**config.mk**
```make
export PLATFORM = sky130hd
export DESIGN_NAME = key_auto_repeat_engine
export DESIGN_NICKNAME = d
export VERILOG_FILES = /design/src/kare_pkg.sv /design/src/kare_front.sv /design/src/kare_queue.sv /design/src/kare_back.sv /design/src/key_auto_repeat_engine.sv
export SDC_FILE = /design/constraint.sdc
export NUM_CORES = 1
export LEC_CHECK = 0
export ABC_CLOCK_PERIOD_IN_PS = 8700
export BUFFER_PORTS_ARGS = -buffer_cell sky130_fd_sc_hd__buf_2
export CAP_MARGIN = 20
export CELL_PAD_IN_SITES_DETAIL_PLACEMENT = 1
export CELL_PAD_IN_SITES_GLOBAL_PLACEMENT = 1
export CORE_ASPECT_RATIO = 2
export CORE_MARGIN = 2
export CORE_UTILIZATION = 40
export DETAILED_ROUTE_END_ITERATION = 8
export GPL_ROUTABILITY_DRIVEN = 0
export GPL_TIMING_DRIVEN = 0
export PLACE_DENSITY_LB_ADDON = 0.1
export SETUP_SLACK_MARGIN = 0.4
export SLEW_MARGIN = 40
export SYNTH_ARGS = -nofsm -noshare
export SYNTH_HDL_FRONTEND = slang
export SYNTH_SLANG_ARGS = --single-unit
```
**constraint.sdc**
```tcl
create_clock -name clk -period 8.7 [get_ports clk]
set_input_delay 0.435 -clock clk [delete_from_list [all_inputs] [get_ports clk]]
set_output_delay 0.435 -clock clk [all_outputs]
set_load 0.02 [all_outputs]
```
**src/kare_pkg.sv**
```systemverilog
// kare_pkg: shared types and constants for the key auto repeat engine.
// No dependencies; imported by every module of the block.
`timescale 1ns / 1ps
`default_nettype none

package kare_pkg;

    localparam int KEY_W    = 6;
    localparam int KST_W    = 2;
    localparam int EVS_W    = 3;
    localparam int IVL_W    = 16;
    localparam int TIME_W   = 32;
    localparam int CFG_IDX_W = 2;

    localparam int QUEUE_DEPTH = 2;
    localparam int QPTR_W      = 1;
    localparam int QCNT_W      = 2;

    localparam logic [KST_W-1:0] KST_HOLD     = 2'd2;
    localparam logic [KST_W-1:0] KST_RELEASED = 2'd3;
    localparam logic [EVS_W-1:0] EVT_AUTOREPEAT = 3'd4;

    localparam logic [CFG_IDX_W-1:0] CFG_REPEAT_INTERVAL = 2'd0;
    localparam logic [CFG_IDX_W-1:0] CFG_FAST_INTERVAL   = 2'd1;
    localparam logic [CFG_IDX_W-1:0] CFG_FAST_DELAY      = 2'd2;

    localparam logic [IVL_W-1:0] COUNT_MAX = '1;

    typedef enum logic [1:0] {
        CMD_TICK,
        CMD_HOLD,
        CMD_RELEASE,
        CMD_ECHO
    } cmd_op_t;

    typedef struct packed {
        cmd_op_t          op;
        logic [KEY_W-1:0] key;
        logic [KST_W-1:0] kst;
    } kare_item_t;

    typedef struct packed {
        logic       valid;
        kare_item_t item;
    } kare_link_t;

    typedef struct packed {
        logic                 valid;
        logic [CFG_IDX_W-1:0] index;
        logic [IVL_W-1:0]     data;
    } kare_cfg_t;

    typedef enum logic [1:0] {
        ST_IDLE,
        ST_SCAN,
        ST_FLUSH
    } back_state_t;

endpackage

`default_nettype wire

```
**src/kare_front.sv**
```systemverilog
// kare_front: takes requests on the start/busy handshake and classifies them.
// Depends on kare_pkg; feeds kare_queue.
`timescale 1ns / 1ps
`default_nettype none

module kare_front (
    input  wire logic                       clk,
    input  wire logic                       rst_n,
    input  wire logic                       start,
    output logic                            busy,
    input  wire logic                       req_type,
    input  wire logic [kare_pkg::KEY_W-1:0] key_code,
    input  wire logic [kare_pkg::KST_W-1:0] key_state,
    input  wire logic                       q_full,
    output kare_pkg::kare_link_t            push
);
    import kare_pkg::*;

    logic       valid_reg;
    logic       valid_next;
    kare_item_t item_reg;
    cmd_op_t    op;
    logic       accept;

    always_comb
    begin
        if (!req_type)
            op = CMD_TICK;
        else if (key_state == KST_HOLD)
            op = CMD_HOLD;
        else if (key_state == KST_RELEASED)
            op = CMD_RELEASE;
        else
            op = CMD_ECHO;
    end

    assign busy       = valid_reg & q_full;
    assign accept     = start & ~busy;
    assign valid_next = accept | (valid_reg & q_full);

    assign push.valid = valid_reg & ~q_full;
    assign push.item  = item_reg;

    always_ff @(posedge clk or negedge rst_n)
    begin
        if (!rst_n)
            valid_reg <= 1'b0;
        else
            valid_reg <= valid_next;
    end

    always_ff @(posedge clk)
    begin
        if (accept)
            item_reg <= '{op: op, key: key_code, kst: key_state};
    end

endmodule

`default_nettype wire

```
**src/kare_queue.sv**
```systemverilog
// kare_queue: short request queue between the front and back parts.
// Depends on kare_pkg.
`timescale 1ns / 1ps
`default_nettype none

module kare_queue (
    input  wire logic                 clk,
    input  wire logic                 rst_n,
    input  wire kare_pkg::kare_link_t push,
    output logic                      full,
    output kare_pkg::kare_link_t      head,
    input  wire logic                 pop
);
    import kare_pkg::*;

    kare_item_t          mem [QUEUE_DEPTH];
    logic [QPTR_W-1:0]   wr_ptr_reg;
    logic [QPTR_W-1:0]   rd_ptr_reg;
    logic [QCNT_W-1:0]   count_reg;
    logic [QCNT_W-1:0]   count_next;

    assign full       = (count_reg == QCNT_W'(QUEUE_DEPTH));
    assign head.valid = (count_reg != '0);
    assign head.item  = mem[rd_ptr_reg];

    always_comb
    begin
        count_next = count_reg;
        if (push.valid && !pop)
            count_next = count_reg + 1'b1;
        else if (pop && !push.valid)
            count_next = count_reg - 1'b1;
    end

    always_ff @(posedge clk or negedge rst_n)
    begin
        if (!rst_n)
        begin
            wr_ptr_reg <= '0;
            rd_ptr_reg <= '0;
            count_reg  <= '0;
        end
        else
        begin
            if (push.valid)
                wr_ptr_reg <= wr_ptr_reg + 1'b1;
            if (pop)
                rd_ptr_reg <= rd_ptr_reg + 1'b1;
            count_reg <= count_next;
        end
    end

    always_ff @(posedge clk)
    begin
        if (push.valid)
            mem[wr_ptr_reg] <= push.item;
    end

    a_no_push_full: assert property (@(posedge clk) disable iff (!rst_n)
        full |-> !push.valid)
        else $error("push into full queue");
    a_no_pop_empty: assert property (@(posedge clk) disable iff (!rst_n)
        pop |-> head.valid)
        else $error("pop from empty queue");

endmodule

`default_nettype wire

```
**src/kare_back.sv**
```systemverilog
// kare_back: configuration registers, repeat table, tick scan and result register.
// Depends on kare_pkg; pops requests from kare_queue.
`timescale 1ns / 1ps
`default_nettype none

module kare_back #(
    parameter int TABLE_SLOTS = 10
) (
    input  wire logic                        clk,
    input  wire logic                        rst_n,
    input  wire kare_pkg::kare_cfg_t         cfg,
    input  wire kare_pkg::kare_link_t        head,
    output logic                             pop,
    output logic                             event_valid,
    output logic [kare_pkg::KEY_W-1:0]       event_key,
    output logic [kare_pkg::EVS_W-1:0]       event_state,
    output logic                             last
);
    import kare_pkg::*;

    localparam int IDX_W = (TABLE_SLOTS > 1) ? $clog2(TABLE_SLOTS) : 1;
    localparam logic [IDX_W-1:0] IDX_LAST = IDX_W'(TABLE_SLOTS - 1);

    back_state_t state_reg, state_next;
    logic [IDX_W-1:0]  idx_reg;
    logic [TIME_W-1:0] now_ms_reg;
    logic [IVL_W-1:0]  rep_reg, fast_reg, delay_reg;

    logic [KEY_W-1:0]  key_reg   [TABLE_SLOTS];
    logic [TIME_W-1:0] stamp_reg [TABLE_SLOTS];
    logic [IVL_W-1:0]  count_reg [TABLE_SLOTS];

    logic              pend_valid_reg, pend_valid_next;
    logic [KEY_W-1:0]  pend_key_reg, pend_key_next;
    logic              ev_valid_reg, ev_valid_next;
    logic [KEY_W-1:0]  ev_key_reg, ev_key_next;
    logic [EVS_W-1:0]  ev_state_reg, ev_state_next;
    logic              ev_last_reg, ev_last_next;

    logic              free_found, match_found;
    logic [IDX_W-1:0]  free_idx, match_idx;
    logic              do_arm, do_free, fire, slow;
    logic [KEY_W-1:0]  rd_key;
    logic [TIME_W-1:0] rd_stamp, elapsed;
    logic [IVL_W-1:0]  rd_count;
    logic              rep_on;

    assign rep_on   = (rep_reg != '0);
    assign pop      = (state_reg == ST_IDLE) & head.valid;
    assign rd_key   = key_reg[idx_reg];
    assign rd_stamp = stamp_reg[idx_reg];
    assign rd_count = count_reg[idx_reg];
    assign elapsed  = now_ms_reg - rd_stamp;
    assign slow     = (delay_reg == '0) || (rd_count < delay_reg);

    always_comb
    begin
        if (rd_key == '0)
            fire = 1'b0;
        else if (slow)
            fire = elapsed > {{(TIME_W-IVL_W){1'b0}}, rep_reg};
        else
            fire = (fast_reg != '0) && (elapsed > {{(TIME_W-IVL_W){1'b0}}, fast_reg});
    end

    always_comb
    begin
        free_found  = 1'b0;
        free_idx    = '0;
        match_found = 1'b0;
        match_idx   = '0;
        for (int i = TABLE_SLOTS - 1; i >= 0; i--)
        begin
            if (key_reg[i] == '0)
            begin
                free_found = 1'b1;
                free_idx   = IDX_W'(i);
            end
            if (key_reg[i] == head.item.key)
            begin
                match_found = 1'b1;
                match_idx   = IDX_W'(i);
            end
        end
    end

    assign do_arm  = pop && rep_on && (head.item.op == CMD_HOLD)
                     && (head.item.key != '0) && free_found;
    assign do_free = pop && rep_on && (head.item.op == CMD_RELEASE)
                     && (head.item.key != '0) && match_found;

    always_comb
    begin
        state_next = state_reg;
        unique case (state_reg)
            ST_IDLE:
            begin
                if (pop && head.item.op == CMD_TICK && rep_on)
                    state_next = ST_SCAN;
            end
            ST_SCAN:
            begin
                if (idx_reg == IDX_LAST)
                    state_next = ST_FLUSH;
            end
            ST_FLUSH:
                state_next = ST_IDLE;
            default:
                state_next = ST_IDLE;
        endcase
    end

    always_comb
    begin
        ev_valid_next   = 1'b0;
        ev_key_next     = ev_key_reg;
        ev_state_next   = ev_state_reg;
        ev_last_next    = ev_last_reg;
        pend_valid_next = pend_valid_reg;
        pend_key_next   = pend_key_reg;
        unique case (state_reg)
            ST_IDLE:
            begin
                pend_valid_next = 1'b0;
                if (pop && head.item.op != CMD_TICK)
                begin
                    ev_valid_next = 1'b1;
                    ev_key_next   = head.item.key;
                    ev_state_next = {1'b0, head.item.kst};
                    ev_last_next  = 1'b1;
                end
            end
            ST_SCAN:
            begin
                if (fire)
                begin
                    if (pend_valid_reg)
                    begin
                        ev_valid_next = 1'b1;
                        ev_key_next   = pend_key_reg;
                        ev_state_next = EVT_AUTOREPEAT;
                        ev_last_next  = 1'b0;
                    end
                    pend_valid_next = 1'b1;
                    pend_key_next   = rd_key;
                end
            end
            ST_FLUSH:
            begin
                if (pend_valid_reg)
                begin
                    ev_valid_next = 1'b1;
                    ev_key_next   = pend_key_reg;
                    ev_state_next = EVT_AUTOREPEAT;
                    ev_last_next  = 1'b1;
                end
                pend_valid_next = 1'b0;
            end
            default:
                pend_valid_next = 1'b0;
        endcase
    end

    always_ff @(posedge clk or negedge rst_n)
    begin
        if (!rst_n)
        begin
            state_reg      <= ST_IDLE;
            idx_reg        <= '0;
            now_ms_reg     <= '0;
            rep_reg        <= '0;
            fast_reg       <= '0;
            delay_reg      <= '0;
            pend_valid_reg <= 1'b0;
            ev_valid_reg   <= 1'b0;
            for (int i = 0; i < TABLE_SLOTS; i++)
                key_reg[i] <= '0;
        end
        else
        begin
            state_reg      <= state_next;
            idx_reg        <= (state_reg == ST_SCAN && idx_reg != IDX_LAST) ?
                              idx_reg + 1'b1 : '0;
            pend_valid_reg <= pend_valid_next;
            ev_valid_reg   <= ev_valid_next;
            if (pop && head.item.op == CMD_TICK)
                now_ms_reg <= now_ms_reg + 1'b1;
            if (cfg.valid)
            begin
                unique case (cfg.index)
                    CFG_REPEAT_INTERVAL: rep_reg   <= cfg.data;
                    CFG_FAST_INTERVAL:   fast_reg  <= cfg.data;
                    CFG_FAST_DELAY:      delay_reg <= cfg.data;
                    default: ;
                endcase
            end
            if (cfg.valid && cfg.index == CFG_REPEAT_INTERVAL)
            begin
                for (int i = 0; i < TABLE_SLOTS; i++)
                    key_reg[i] <= '0;
            end
            else if (do_arm)
                key_reg[free_idx] <= head.item.key;
            else if (do_free)
                key_reg[match_idx] <= '0;
        end
    end

    always_ff @(posedge clk)
    begin
        pend_key_reg <= pend_key_next;
        ev_key_reg   <= ev_key_next;
        ev_state_reg <= ev_state_next;
        ev_last_reg  <= ev_last_next;
        if (do_arm)
        begin
            stamp_reg[free_idx] <= now_ms_reg + {{(TIME_W-IVL_W){1'b0}}, rep_reg};
            count_reg[free_idx] <= '0;
        end
        else if (state_reg == ST_SCAN && fire)
        begin
            stamp_reg[idx_reg] <= now_ms_reg;
            if (fast_reg != '0 && rd_count != COUNT_MAX)
                count_reg[idx_reg] <= rd_count + 1'b1;
        end
    end

    assign event_valid = ev_valid_reg;
    assign event_key   = ev_key_reg;
    assign event_state = ev_state_reg;
    assign last        = ev_last_reg;

    a_idle_no_pend: assert property (@(posedge clk) disable iff (!rst_n)
        (state_reg == ST_IDLE) |-> !pend_valid_reg)
        else $error("pending repeat left after scan");
    a_repeat_key: assert property (@(posedge clk) disable iff (!rst_n)
        (ev_valid_reg && ev_state_reg == EVT_AUTOREPEAT) |-> (ev_key_reg != '0))
        else $error("repeat event from free slot");
    a_not_last_repeat: assert property (@(posedge clk) disable iff (!rst_n)
        (ev_valid_reg && !ev_last_reg) |-> (ev_state_reg == EVT_AUTOREPEAT))
        else $error("key change result not marked last");
    a_flush_ends: assert property (@(posedge clk) disable iff (!rst_n)
        (state_reg == ST_FLUSH) |=> (state_reg == ST_IDLE))
        else $error("scan did not finish");

endmodule

`default_nettype wire

```
**src/key_auto_repeat_engine.sv**
```systemverilog
// An accepted key change is registered in the front, queued and popped by the back part
// into the result register (event_valid). One key change per cycle goes through the back
// part while it is idle; a tick with auto repeat on holds it for a scan of all slots (one
// table slot scanned per cycle) and a flush. Results cannot be stalled by the receiver.
// Reset (rst_n, async, active low) clears control state, configuration, time and the table keys; no clearing pass.
// Depends on kare_pkg, kare_front, kare_queue, kare_back.
`timescale 1ns / 1ps
`default_nettype none

module key_auto_repeat_engine #(
    parameter int TABLE_SLOTS = 10
) (
    input  wire logic                           clk,
    input  wire logic                           rst_n,
    input  wire logic                           start,
    output logic                                busy,
    input  wire logic                           req_type,
    input  wire logic [kare_pkg::KEY_W-1:0]     key_code,
    input  wire logic [kare_pkg::KST_W-1:0]     key_state,
    input  wire logic                           cfg_valid,
    output logic                                cfg_ready,
    input  wire logic [kare_pkg::CFG_IDX_W-1:0] cfg_index,
    input  wire logic [kare_pkg::IVL_W-1:0]     cfg_data,
    output logic                                event_valid,
    output logic [kare_pkg::KEY_W-1:0]          event_key,
    output logic [kare_pkg::EVS_W-1:0]          event_state,
    output logic                                last
);
    import kare_pkg::*;

    kare_link_t push;
    kare_link_t head;
    kare_cfg_t  cfg;
    logic       q_full;
    logic       pop;

    assign cfg_ready = 1'b1;
    assign cfg.valid = cfg_valid & cfg_ready;
    assign cfg.index = cfg_index;
    assign cfg.data  = cfg_data;

    kare_front u_front (
        .clk       (clk),
        .rst_n     (rst_n),
        .start     (start),
        .busy      (busy),
        .req_type  (req_type),
        .key_code  (key_code),
        .key_state (key_state),
        .q_full    (q_full),
        .push      (push)
    );

    kare_queue u_queue (
        .clk   (clk),
        .rst_n (rst_n),
        .push  (push),
        .full  (q_full),
        .head  (head),
        .pop   (pop)
    );

    kare_back #(
        .TABLE_SLOTS (TABLE_SLOTS)
    ) u_back (
        .clk         (clk),
        .rst_n       (rst_n),
        .cfg         (cfg),
        .head        (head),
        .pop         (pop),
        .event_valid (event_valid),
        .event_key   (event_key),
        .event_state (event_state),
        .last        (last)
    );

endmodule

`default_nettype wire

```
==> impl_metrics.py, run 1 <==
metrics = {
    "floorplan": {
        "start_util_pct": 40.3,
        "ioPinCount": 44,
        "dieWidth_um": 206,
        "die_h_um": 409,
        "dieArea_mm2": 0.0843,
        "num_rows": 148,
        "fp.coreArea_mm2": 0.0813,
    },
    "power_and_ir_drop": {
        "p_per_area_mw_per_mm2": 341,
        "finalPower_mw": 13.2,
        "ir_worst_vdd_mv": 0.188,
        "p_leak_nw": 14.4,
    },
    "place": {
        "dp_worst_setup_slack_ns": -1.93,
        "post-dp-hpwl_mm": 75.7,
        "port_buffers": 42,
        "dpl.cell_count": 3569,
    },
    "routing": {
        "via_per_inst": 5.66,
        "antenna_left": 0,
        "drt-total-wl_mm": 100,
        "avgRoutedWirePerCell_um": 26.7,
        "firstDrtPassIters": 5,
        "drc": 0,
        "dr_total_vias": 21200,
        "drt-initial-drc-count": 1167,
    },
    "global_routing": {
        "antenna_found_initial": 0,
        "grt_pass1_wl_mm": 151,
        "grt_max_degree": 67,
        "gr-total-overflow": 0,
        "grt_pass1_vias": 23900,
        "grt_usage_pct": 24.4,
    },
    "critical_path": {
        "ff2ff_setup_slack_ns": 0.81,
        "worstReg2RegEnd": "u_back.stamp_reg[6][2]",
        "cpMaxStageDelayCell": "mux4_2",
        "crit_path_end_kind": "flip-flop",
        "worstRegToRegCells": 36,
        "critPathLaunchType": "flip-flop",
        "critical_path_required_ns": 9.10,
        "cp_slowest_stage_delay_ns": 0.53,
        "r2r_start": "u_back.idx_reg[0]",
        "critPathMaxFanout": 14,
        "cp-endpoint": "u_back.stamp_reg[6][2]",
        "worstPathArrival_ns": 8.29,
        "critical_path.startpoint": "u_back.idx_reg[0]",
        "critPathKind": "reg2reg",
        "cp_common_cell": "buf_12",
    },
    "sta": {
        "fmax_ghz": 0.127,
        "tns_ns": 0,
        "hold_viol": 0,
        "fin_crit_sh_pct": 90.7,
        "max_slew_margin_pct": 43.9,
        "period_minus_slack_ns": 7.89,
        "setup_ws_ns": 0.811,
        "setup_viol": 0,
        "rsz0062_at_grt": "no",
        "finalClockSkew_ns": 0.0300,
        "final-max-slew-violation-count": 0,
        "worstMarginPinSlew_ns": 0.837,
    },
    "cells_and_area": {
        "num-fill-cells": 8173,
        "final_util_pct": 47.5,
        "layout-drive-gt1-share_pct": 21.1,
        "finalNonFillerCells": 3754,
        "nets": 2791,
        "diodes": 0,
        "area_growth_pct": 18.0,
        "final_common_cell": "edfxtp_1",
        "largest_reg_flops": 320,
        "layout.cells.most_common_list": "526 x edfxtp_1, 289 x nand2_1, 151 x dfrtp_1",
    },
    "run": {
        "maxCapViolations": 0,
    },
    "yosys": {
        "ys_seq_area_share_pct": 60.0,
        "yosys_warnings": 0,
        "synth_cell_types": 80,
        "syn_avg_cell_area_um2": 13.4,
        "postSynthRegisterBits": 679,
        "synthFlopType": "edfxtp_1",
        "synth_area_mm2": 0.0327,
        "netlist_instances": 2440,
        "ys_async_sr_fraction_pct": 22.5,
        "synth_edf_count": 526,
        "syn-num-nets": 2579,
    },
    "min_path": {
        "min_from": "cfg_data[1]",
        "hold_path_class": "in2reg",
        "hold_depth": 2,
    },
    "clock_tree": {
        "cts_tree": "yes",
        "numCtsBuffers": 61,
        "cts_buffer_depth": 3,
        "clock_sink_count": 679,
        "root_buffer": "clkbuf_16",
        "path_clk_slew_ns": 0.07,
        "clock_latency_ns": 0.68,
        "htreeDepth": 2,
    },
    "status": {
        "outcome": "finished, final reports clean",
    },
}
stage by stage:
step                      area [um2]  hold WS [ns]
after global placement         34200         0.426
after detailed placement       35300         0.350
after CTS                      38300        0.0154
after global routing           38600        0.0237
final                          38600        0.0400
after floorplan                32700         0.139
report_power, final:
part | leakage (nW) | total (mW) | internal, mW | switching (mW)
Combinational | 6.33 | 5.84 | 2.32 | 3.52
Clock | 1.01 | 2.83 | 1.53 | 1.29
Sequential | 7.03 | 4.52 | 4.28 | 0.232
Total | 14.4 | 13.2 | 8.14 | 5.05
synth_stat cells, types with 48 or more instances:
library cell | number | area (um2)
nor2_1 | 121 | 454
a21oi_1 | 85 | 425
clkbuf_1 | 48 | 180
dfrtp_1 | 153 | 3830
mux4_2 | 107 | 2410
xnor2_1 | 126 | 1100
nand3_1 | 53 | 265
o21ai_0 | 102 | 510
edfxtp_1 | 526 | 15800
ha_1 | 106 | 1330
nand2_1 | 290 | 1090
mux2_2 | 50 | 563
mux2i_1 | 54 | 541
inv_1 | 105 | 394
routing by layer:
metal | GRT usage (%) | share of wire, % | vias up
li1 | - | - | 9643
met1 | 24.1 | 34 | 11000
met2 | 47.9 | 58 | 406
met3 | 2.86 | 2.7 | 243
met4 | 13.3 | 6.1 | 0
met5 | 0 | 0 | -
final cells by class:
type,count,area [um2],area share (%)
clock inverter,45,455,1.18
timing repair buffer,149,1560,4.03
inverter,105,394,1.02
buffer,93,726,1.88
sequential,679,19600,50.8
multi-input combinational,1563,12900,33.5
clock buffer,70,1590,4.12
tap,1050,1310,3.40
worst min path at each step:
stage,slack (ns),end
finish,0.04,u_back.fast_reg[1]
global route,0.02,u_back.delay_reg[1]
CTS,0.02,u_back.fast_reg[0]
detailed placement,0.35,u_back.now_ms_reg[2]
global placement,0.43,u_queue.mem[1][4]
floorplan,0.14,u_back.delay_reg[0]
worst max-delay path, delay by kind of cell (launching register included):
family	cells	cell delay, ns
compound gates	10	2.54
xor+xnor	1	0.21
fa+ha+maj	2	0.63
buf+inv	12	1.87
flops	1	0.39
mux	1	0.53
simple gates	10	1.35
cell families (layout without fill, tap and decap cells):
kind of cell,count (synthesis),after routing,share of synthesized area [%]
AO/OA/AOI/OAI,404,404,8.16
XOR/XNOR,157,157,4.20
adder cells (fa/ha/maj),108,108,4.18
buffers and inverters,198,462,2.68
flip-flops,679,679,60.0
multiplexers,216,216,11.0
other,1,1,0.0115
AND/OR/NAND/NOR,677,677,9.80
timing repair:
item / 4_1_cts / 5_1_grt
hold endpoints to repair: 57 / 0
hold buffers: 11 / 0
pin swaps: 17 / 11
setup buffers: 38 / 21
setup endpoints to repair: 978 / 971
resized for setup: 109 / 56
Power figures use the tool's default switching activity.
==> inputs of run 2 (changes only) <==
BUFFER_PORTS_ARGS = not set   (was -buffer_cell sky130_fd_sc_hd__buf_2)
DONT_BUFFER_PORTS = 1   (was not set)
==> impl_metrics.py, run 2 (synthesis gave the netlist of run 1 again) <==
metrics = {
    "cells_and_area": {
        "largest_reg_flops": 320,
        "area_growth_pct": 17.6,
        "final_common_cell": "edfxtp_1",
        "nets": 2757,
        "layout.cells.most_common_list": "526 x edfxtp_1, 290 x nand2_1, 151 x dfrtp_1",
        "final_cell_area_mm2": 0.0385,
        "layout-drive-gt1-share_pct": 19.2,
        "finalNonFillerCells": 3722,
    },
    "min_path": {
        "whs_endpoint": "u_front.push[8]",
        "hold_path_class": "in2reg",
        "min_from": "key_state[1]",
        "hold_depth": 1,
    },
    "power_and_ir_drop": {
        "pwr-share-comb_pct": 43.1,
        "p_sw_mw": 5.06,
        "ir_worst_vdd_mv": 0.139,
        "p_per_area_mw_per_mm2": 344,
        "p_seq_share_pct": 34.4,
        "p_int_mw": 8.19,
        "p_leak_nw": 14.2,
        "p_clk_share_pct": 22.5,
        "finalPower_mw": 13.2,
        "swShare_pct": 38.2,
    },
    "critical_path": {
        "worstRegToRegCells": 38,
        "r2r_start": "u_back.idx_reg[0]",
        "critPathKind": "reg2reg",
        "critPathMaxFanout": 10,
        "ff2ff_setup_slack_ns": 0.69,
        "cpMaxStageDelayCell": "mux4_2",
        "critical_path_required_ns": 9.10,
        "crit_path_end_kind": "flip-flop",
        "cp_common_cell": "buf_12",
        "critPathLaunchType": "flip-flop",
        "worstPathArrival_ns": 8.41,
        "cp_slowest_stage_delay_ns": 0.50,
        "worstReg2RegEnd": "u_back.count_reg[6][15]",
    },
    "floorplan": {
        "num_rows": 148,
        "fp.coreArea_mm2": 0.0813,
        "dieWidth_um": 206,
        "start_util_pct": 40.3,
        "dieArea_mm2": 0.0843,
        "ioPinCount": 44,
        "die_h_um": 409,
    },
    "sta": {
        "finalClockSkew_ns": 0.0201,
        "worstMarginPinSlew_ns": 0.931,
        "setup_viol": 0,
        "fin_crit_sh_pct": 92.0,
        "period_minus_slack_ns": 8.01,
        "fmax_ghz": 0.125,
        "max_slew_margin_pct": 37.7,
        "rsz0062_at_grt": "no",
        "final-max-slew-violation-count": 0,
        "hold_viol": 0,
        "holdWs_ns": 0.0353,
    },
    "place": {
        "port_buffers": 0,
        "post-dp-hpwl_mm": 76.6,
        "dpl-instance-area_mm2": 0.0350,
        "dpl.cell_count": 3530,
    },
    "routing": {
        "via_per_inst": 5.69,
        "drc": 0,
        "avgRoutedWirePerCell_um": 27.4,
        "drt-total-wl_mm": 102,
        "dr_total_vias": 21200,
        "firstDrtPassIters": 4,
        "drt-initial-drc-count": 1080,
        "antenna_left": 0,
    },
    "global_routing": {
        "antenna_found_initial": 4,
        "grt_pass1_vias": 23800,
        "grt_usage_pct": 24.8,
        "grt_max_degree": 154,
        "grt_pass1_wl_mm": 152,
        "gr-total-overflow": 0,
    },
    "clock_tree": {
        "clock_sink_count": 679,
        "htreeDepth": 3,
        "root_buffer": "clkbuf_16",
        "clock_latency_ns": 0.66,
        "path_clk_slew_ns": 0.06,
        "cts_buffer_depth": 3,
        "numCtsBuffers": 66,
        "cts_tree": "yes",
    },
    "status": {
        "outcome": "finished, final reports clean",
    },
    "run": {
        "maxCapViolations": 0,
    },
}
run 2: worst max path at each step:
stage / slack (ns) / start / to / cells after the start
after floorplan: 0.54 / u_back.idx_reg[0] / u_back.stamp_reg[1][0] / 34
after CTS: 0.41 / u_back.idx_reg[0] / u_back.stamp_reg[5][13] / 37
final: 0.69 / u_back.idx_reg[0] / u_back.count_reg[6][15] / 38
after global placement: -4.98 / u_back.idx_reg[1] / u_back.stamp_reg[2][1] / 32
after detailed placement: -1.79 / u_back.idx_reg[0] / u_back.stamp_reg[5][3] / 37
after global routing: 0.40 / u_back.idx_reg[0] / u_back.count_reg[6][12] / 37
run 2: critical path, delay by kind of cell, from the launching register on:
kind / cells / cell delay, ns
AOI/OAI and AO/OA: 12 / 2.23
xor gates and xnor gates: 1 / 0.22
adders and majority gates: 3 / 0.86
buffers and inverters: 12 / 1.94
DFF: 1 / 0.39
muxes: 1 / 0.50
and+or+nand+nor: 9 / 1.55
run 2: power groups by stage:
stage | clock, mW | combinational [mW] | sequential [mW]
after floorplan | 0 | 3.57 | 4.53
after global placement | 0 | 5.02 | 4.63
after detailed placement | 0 | 5.39 | 4.64
after CTS | 3.04 | 5.63 | 4.56
after global routing | 3.14 | 6.23 | 4.61
final | 2.98 | 5.71 | 4.56
run 2: routing by layer:
metal	track usage, %	routed length (um)	up-vias
met5	0	13	-
met4	13.5	5390	2
met3	2.70	2450	227
met2	48.7	59500	395
met1	24.8	34700	11000
li1	-	-	9568
run 2: area by class of cell:
class / instances / area, um2
Tap cell: 1050 / 1310
Timing Repair Buffer: 110 / 1310
Multi-Input combinational cell: 1563 / 12900
Sequential cell: 679 / 19600
Clock inverter: 33 / 357
Fill cell: 8129 / 42800
Clock buffer: 85 / 1840
Antenna cell: 4 / 10.0
Inverter: 105 / 394
Buffer: 93 / 711
run 2: per-stage QoR:
stage	setup WS [ns]	TNS [ns]	utilization, %
final	0.694	0	47.3
after global routing	0.403	0	47.3
after CTS	0.409	0	46.7
after detailed placement	-1.79	-1435.27	43.0
after global placement	-4.98	-3152.14	41.9
after floorplan	0.541	0	-
run 2: what timing repair did:
item / CTS / global route
gates resized for setup: 100 / 49
hold buffers: 27 / 0
endpoints found under the setup margin: 978 / 925
hold endpoints to repair: 211 / 0
pin swaps: 14 / 18
gates cloned: 0 / 0
buffers inserted: 15 / 27
==> inputs of run 3 (changes only) <==
CORE_MARGIN = not set   (was 2)
==> impl_metrics.py, run 3 (synthesis gave the netlist of run 1 again) <==
metrics = {
    "place": {
        "post-dp-hpwl_mm": 76.4,
        "port_buffers": 0,
        "dp_worst_setup_slack_ns": -1.95,
        "dpl-instance-area_mm2": 0.0350,
        "dpl.cell_count": 3531,
    },
    "sta": {
        "finalClockSkew_ns": 0.0352,
        "final-max-slew-violation-count": 0,
        "setup_ws_ns": 0.679,
        "max_slew_margin_pct": 38.4,
        "rsz0062_at_grt": "no",
        "period_minus_slack_ns": 8.02,
        "fmax_ghz": 0.125,
        "fin_crit_sh_pct": 92.2,
        "setup_viol": 0,
        "hold_viol": 0,
        "worstMarginPinSlew_ns": 0.920,
    },
    "cells_and_area": {
        "regArea_mm2": 0.0196,
        "final_util_pct": 47.4,
        "final_common_cell": "edfxtp_1",
        "layout.cells.most_common_list": "526 x edfxtp_1, 290 x nand2_1, 151 x dfrtp_1",
        "layout-drive-gt1-share_pct": 19.9,
        "final_cell_area_mm2": 0.0385,
        "finalNonFillerCells": 3731,
        "nets": 2768,
        "area_growth_pct": 17.5,
        "multi_input_area_mm2": 0.0130,
        "largest_reg_flops": 320,
        "num-fill-cells": 8119,
    },
    "critical_path": {
        "crit_family": "compound AO/OA/AOI/OAI gates",
        "cpMaxStageDelayCell": "a2111oi_4",
        "worstSetupPathDepth": 33,
        "worstRegToRegCells": 33,
        "r2r_start": "u_back.idx_reg[2]",
        "critical_path_required_ns": 9.09,
        "critPathMaxFanout": 14,
        "ff2ff_setup_slack_ns": 0.68,
        "critPathKind": "reg2reg",
        "crit_path_end_kind": "flip-flop",
        "critPathBufInv": 8,
        "worstReg2RegEnd": "u_back.stamp_reg[6][1]",
        "critical_path.startpoint": "u_back.idx_reg[2]",
        "cp_slowest_stage_delay_ns": 0.45,
        "critPathLaunchType": "flip-flop",
        "cp-endpoint": "u_back.stamp_reg[6][1]",
        "worstPathArrival_ns": 8.41,
    },
    "global_routing": {
        "gr-total-overflow": 0,
        "grt_max_degree": 154,
        "grt_pass1_vias": 23600,
        "grt_usage_pct": 24.9,
        "grt_pass1_wl_mm": 150,
        "antenna_found_initial": 2,
    },
    "clock_tree": {
        "root_buffer": "clkbuf_16",
        "clock_latency_ns": 0.67,
        "htreeDepth": 2,
        "clock_sink_count": 679,
        "cts_buffer_depth": 3,
        "path_clk_slew_ns": 0.08,
        "cts_tree": "yes",
        "numCtsBuffers": 61,
    },
    "floorplan": {
        "dieArea_mm2": 0.0830,
        "fp.coreArea_mm2": 0.0811,
        "num_rows": 148,
        "dieWidth_um": 204,
        "die_h_um": 407,
        "start_util_pct": 40.3,
        "ioPinCount": 44,
    },
    "min_path": {
        "hold_path_class": "in2reg",
        "hold_depth": 2,
    },
    "routing": {
        "via_per_inst": 5.65,
        "drt-initial-drc-count": 1102,
        "drc": 0,
        "firstDrtPassIters": 5,
        "drt-total-wl_mm": 102,
        "dr_total_vias": 21100,
        "antenna_left": 0,
        "avgRoutedWirePerCell_um": 27.3,
    },
    "power_and_ir_drop": {
        "p_leak_nw": 14.2,
        "ir_worst_vdd_mv": 0.185,
        "p_per_area_mw_per_mm2": 340,
    },
    "run": {
        "maxCapViolations": 0,
    },
    "status": {
        "outcome": "finished, final reports clean",
    },
}
-- run 3: changes by cell type in the layout (fill, tap and decap cells not counted), moves of 4 or more --
cell / previous run / this run
buf_4: 56 / 73
clkinv_2: 7 / 16
clkbuf_16: 69 / 62
nor2_1: 108 / 103
nor2_2: 7 / 12
clkbuf_1: 38 / 34
clkbuf_8: 6 / 2
clkinvlp_4: 1 / 5
-- run 3: worst register-to-register path, delay by kind of cell (launching register included) --
kind            cells  cell delay (ns)
compound gates     11             2.55
xor+xnor            1             0.21
fa+ha+maj           3             0.67
buf+inv             8             2.27
flops               1             0.38
simple gates       10             1.67
-- run 3: routing by layer --
metal | wire [um] | GRT usage, % | vias to the layer above
li1 | - | - | 9596
met1 | 34700 | 24.3 | 10900
met2 | 58700 | 49.7 | 392
met3 | 2380 | 2.44 | 229
met4 | 5980 | 14.0 | 2
met5 | 16 | 0 | -
-- run 3: per-stage QoR --
step	TNS (ns)	hold WS (ns)	power [mW]
after detailed placement	-1591.31	0.146	10.1
after floorplan	0	0.139	8.10
after global routing	0	0.0377	13.8
final	0	0.0516	13.1
after CTS	0	0.00360	13.0
after global placement	-3137.74	0.147	9.66
-- run 3: timing repair --
item                                   CTS  global route
setup endpoints to repair              978           949
gates resized for setup                104            54
hold buffers                            28             0
cloned                                   0             0
setup buffers                           20            36
pin swaps                               17            15
endpoints found under the hold margin  212             0
-- run 3: worst min-delay path by stage --
| stage | start | to | slack [ns] |
|---|---|---|---|
| after floorplan | rst_n | u_back.delay_reg[0] | 0.14 |
| final | key_state[0] | u_front.push[9] | 0.05 |
| after CTS | key_state[0] | u_front.push[9] | 0.004 |
| after global placement | rst_n | u_back.now_ms_reg[3] | 0.15 |
| after detailed placement | rst_n | u_back.now_ms_reg[2] | 0.15 |
| after global routing | key_state[0] | u_front.push[9] | 0.04 |
-- run 3: layout make-up --
cell class	instances	share of cell area [%]
Antenna cell	1	0.00651
Clock buffer	71	4.17
Clock inverter	43	0.950
Multi-Input combinational cell	1563	33.8
Sequential cell	679	51.0
Timing Repair Buffer	126	3.76
Tap cell	1050	3.42
Buffer	93	1.82
Inverter	105	1.02
-- run 3: power by group --
| part | switching [mW] | total, mW | internal [mW] |
|---|---|---|---|
| logic | 3.53 | 5.80 | 2.27 |
| clock network | 1.27 | 2.72 | 1.45 |
| registers | 0.272 | 4.56 | 4.29 |
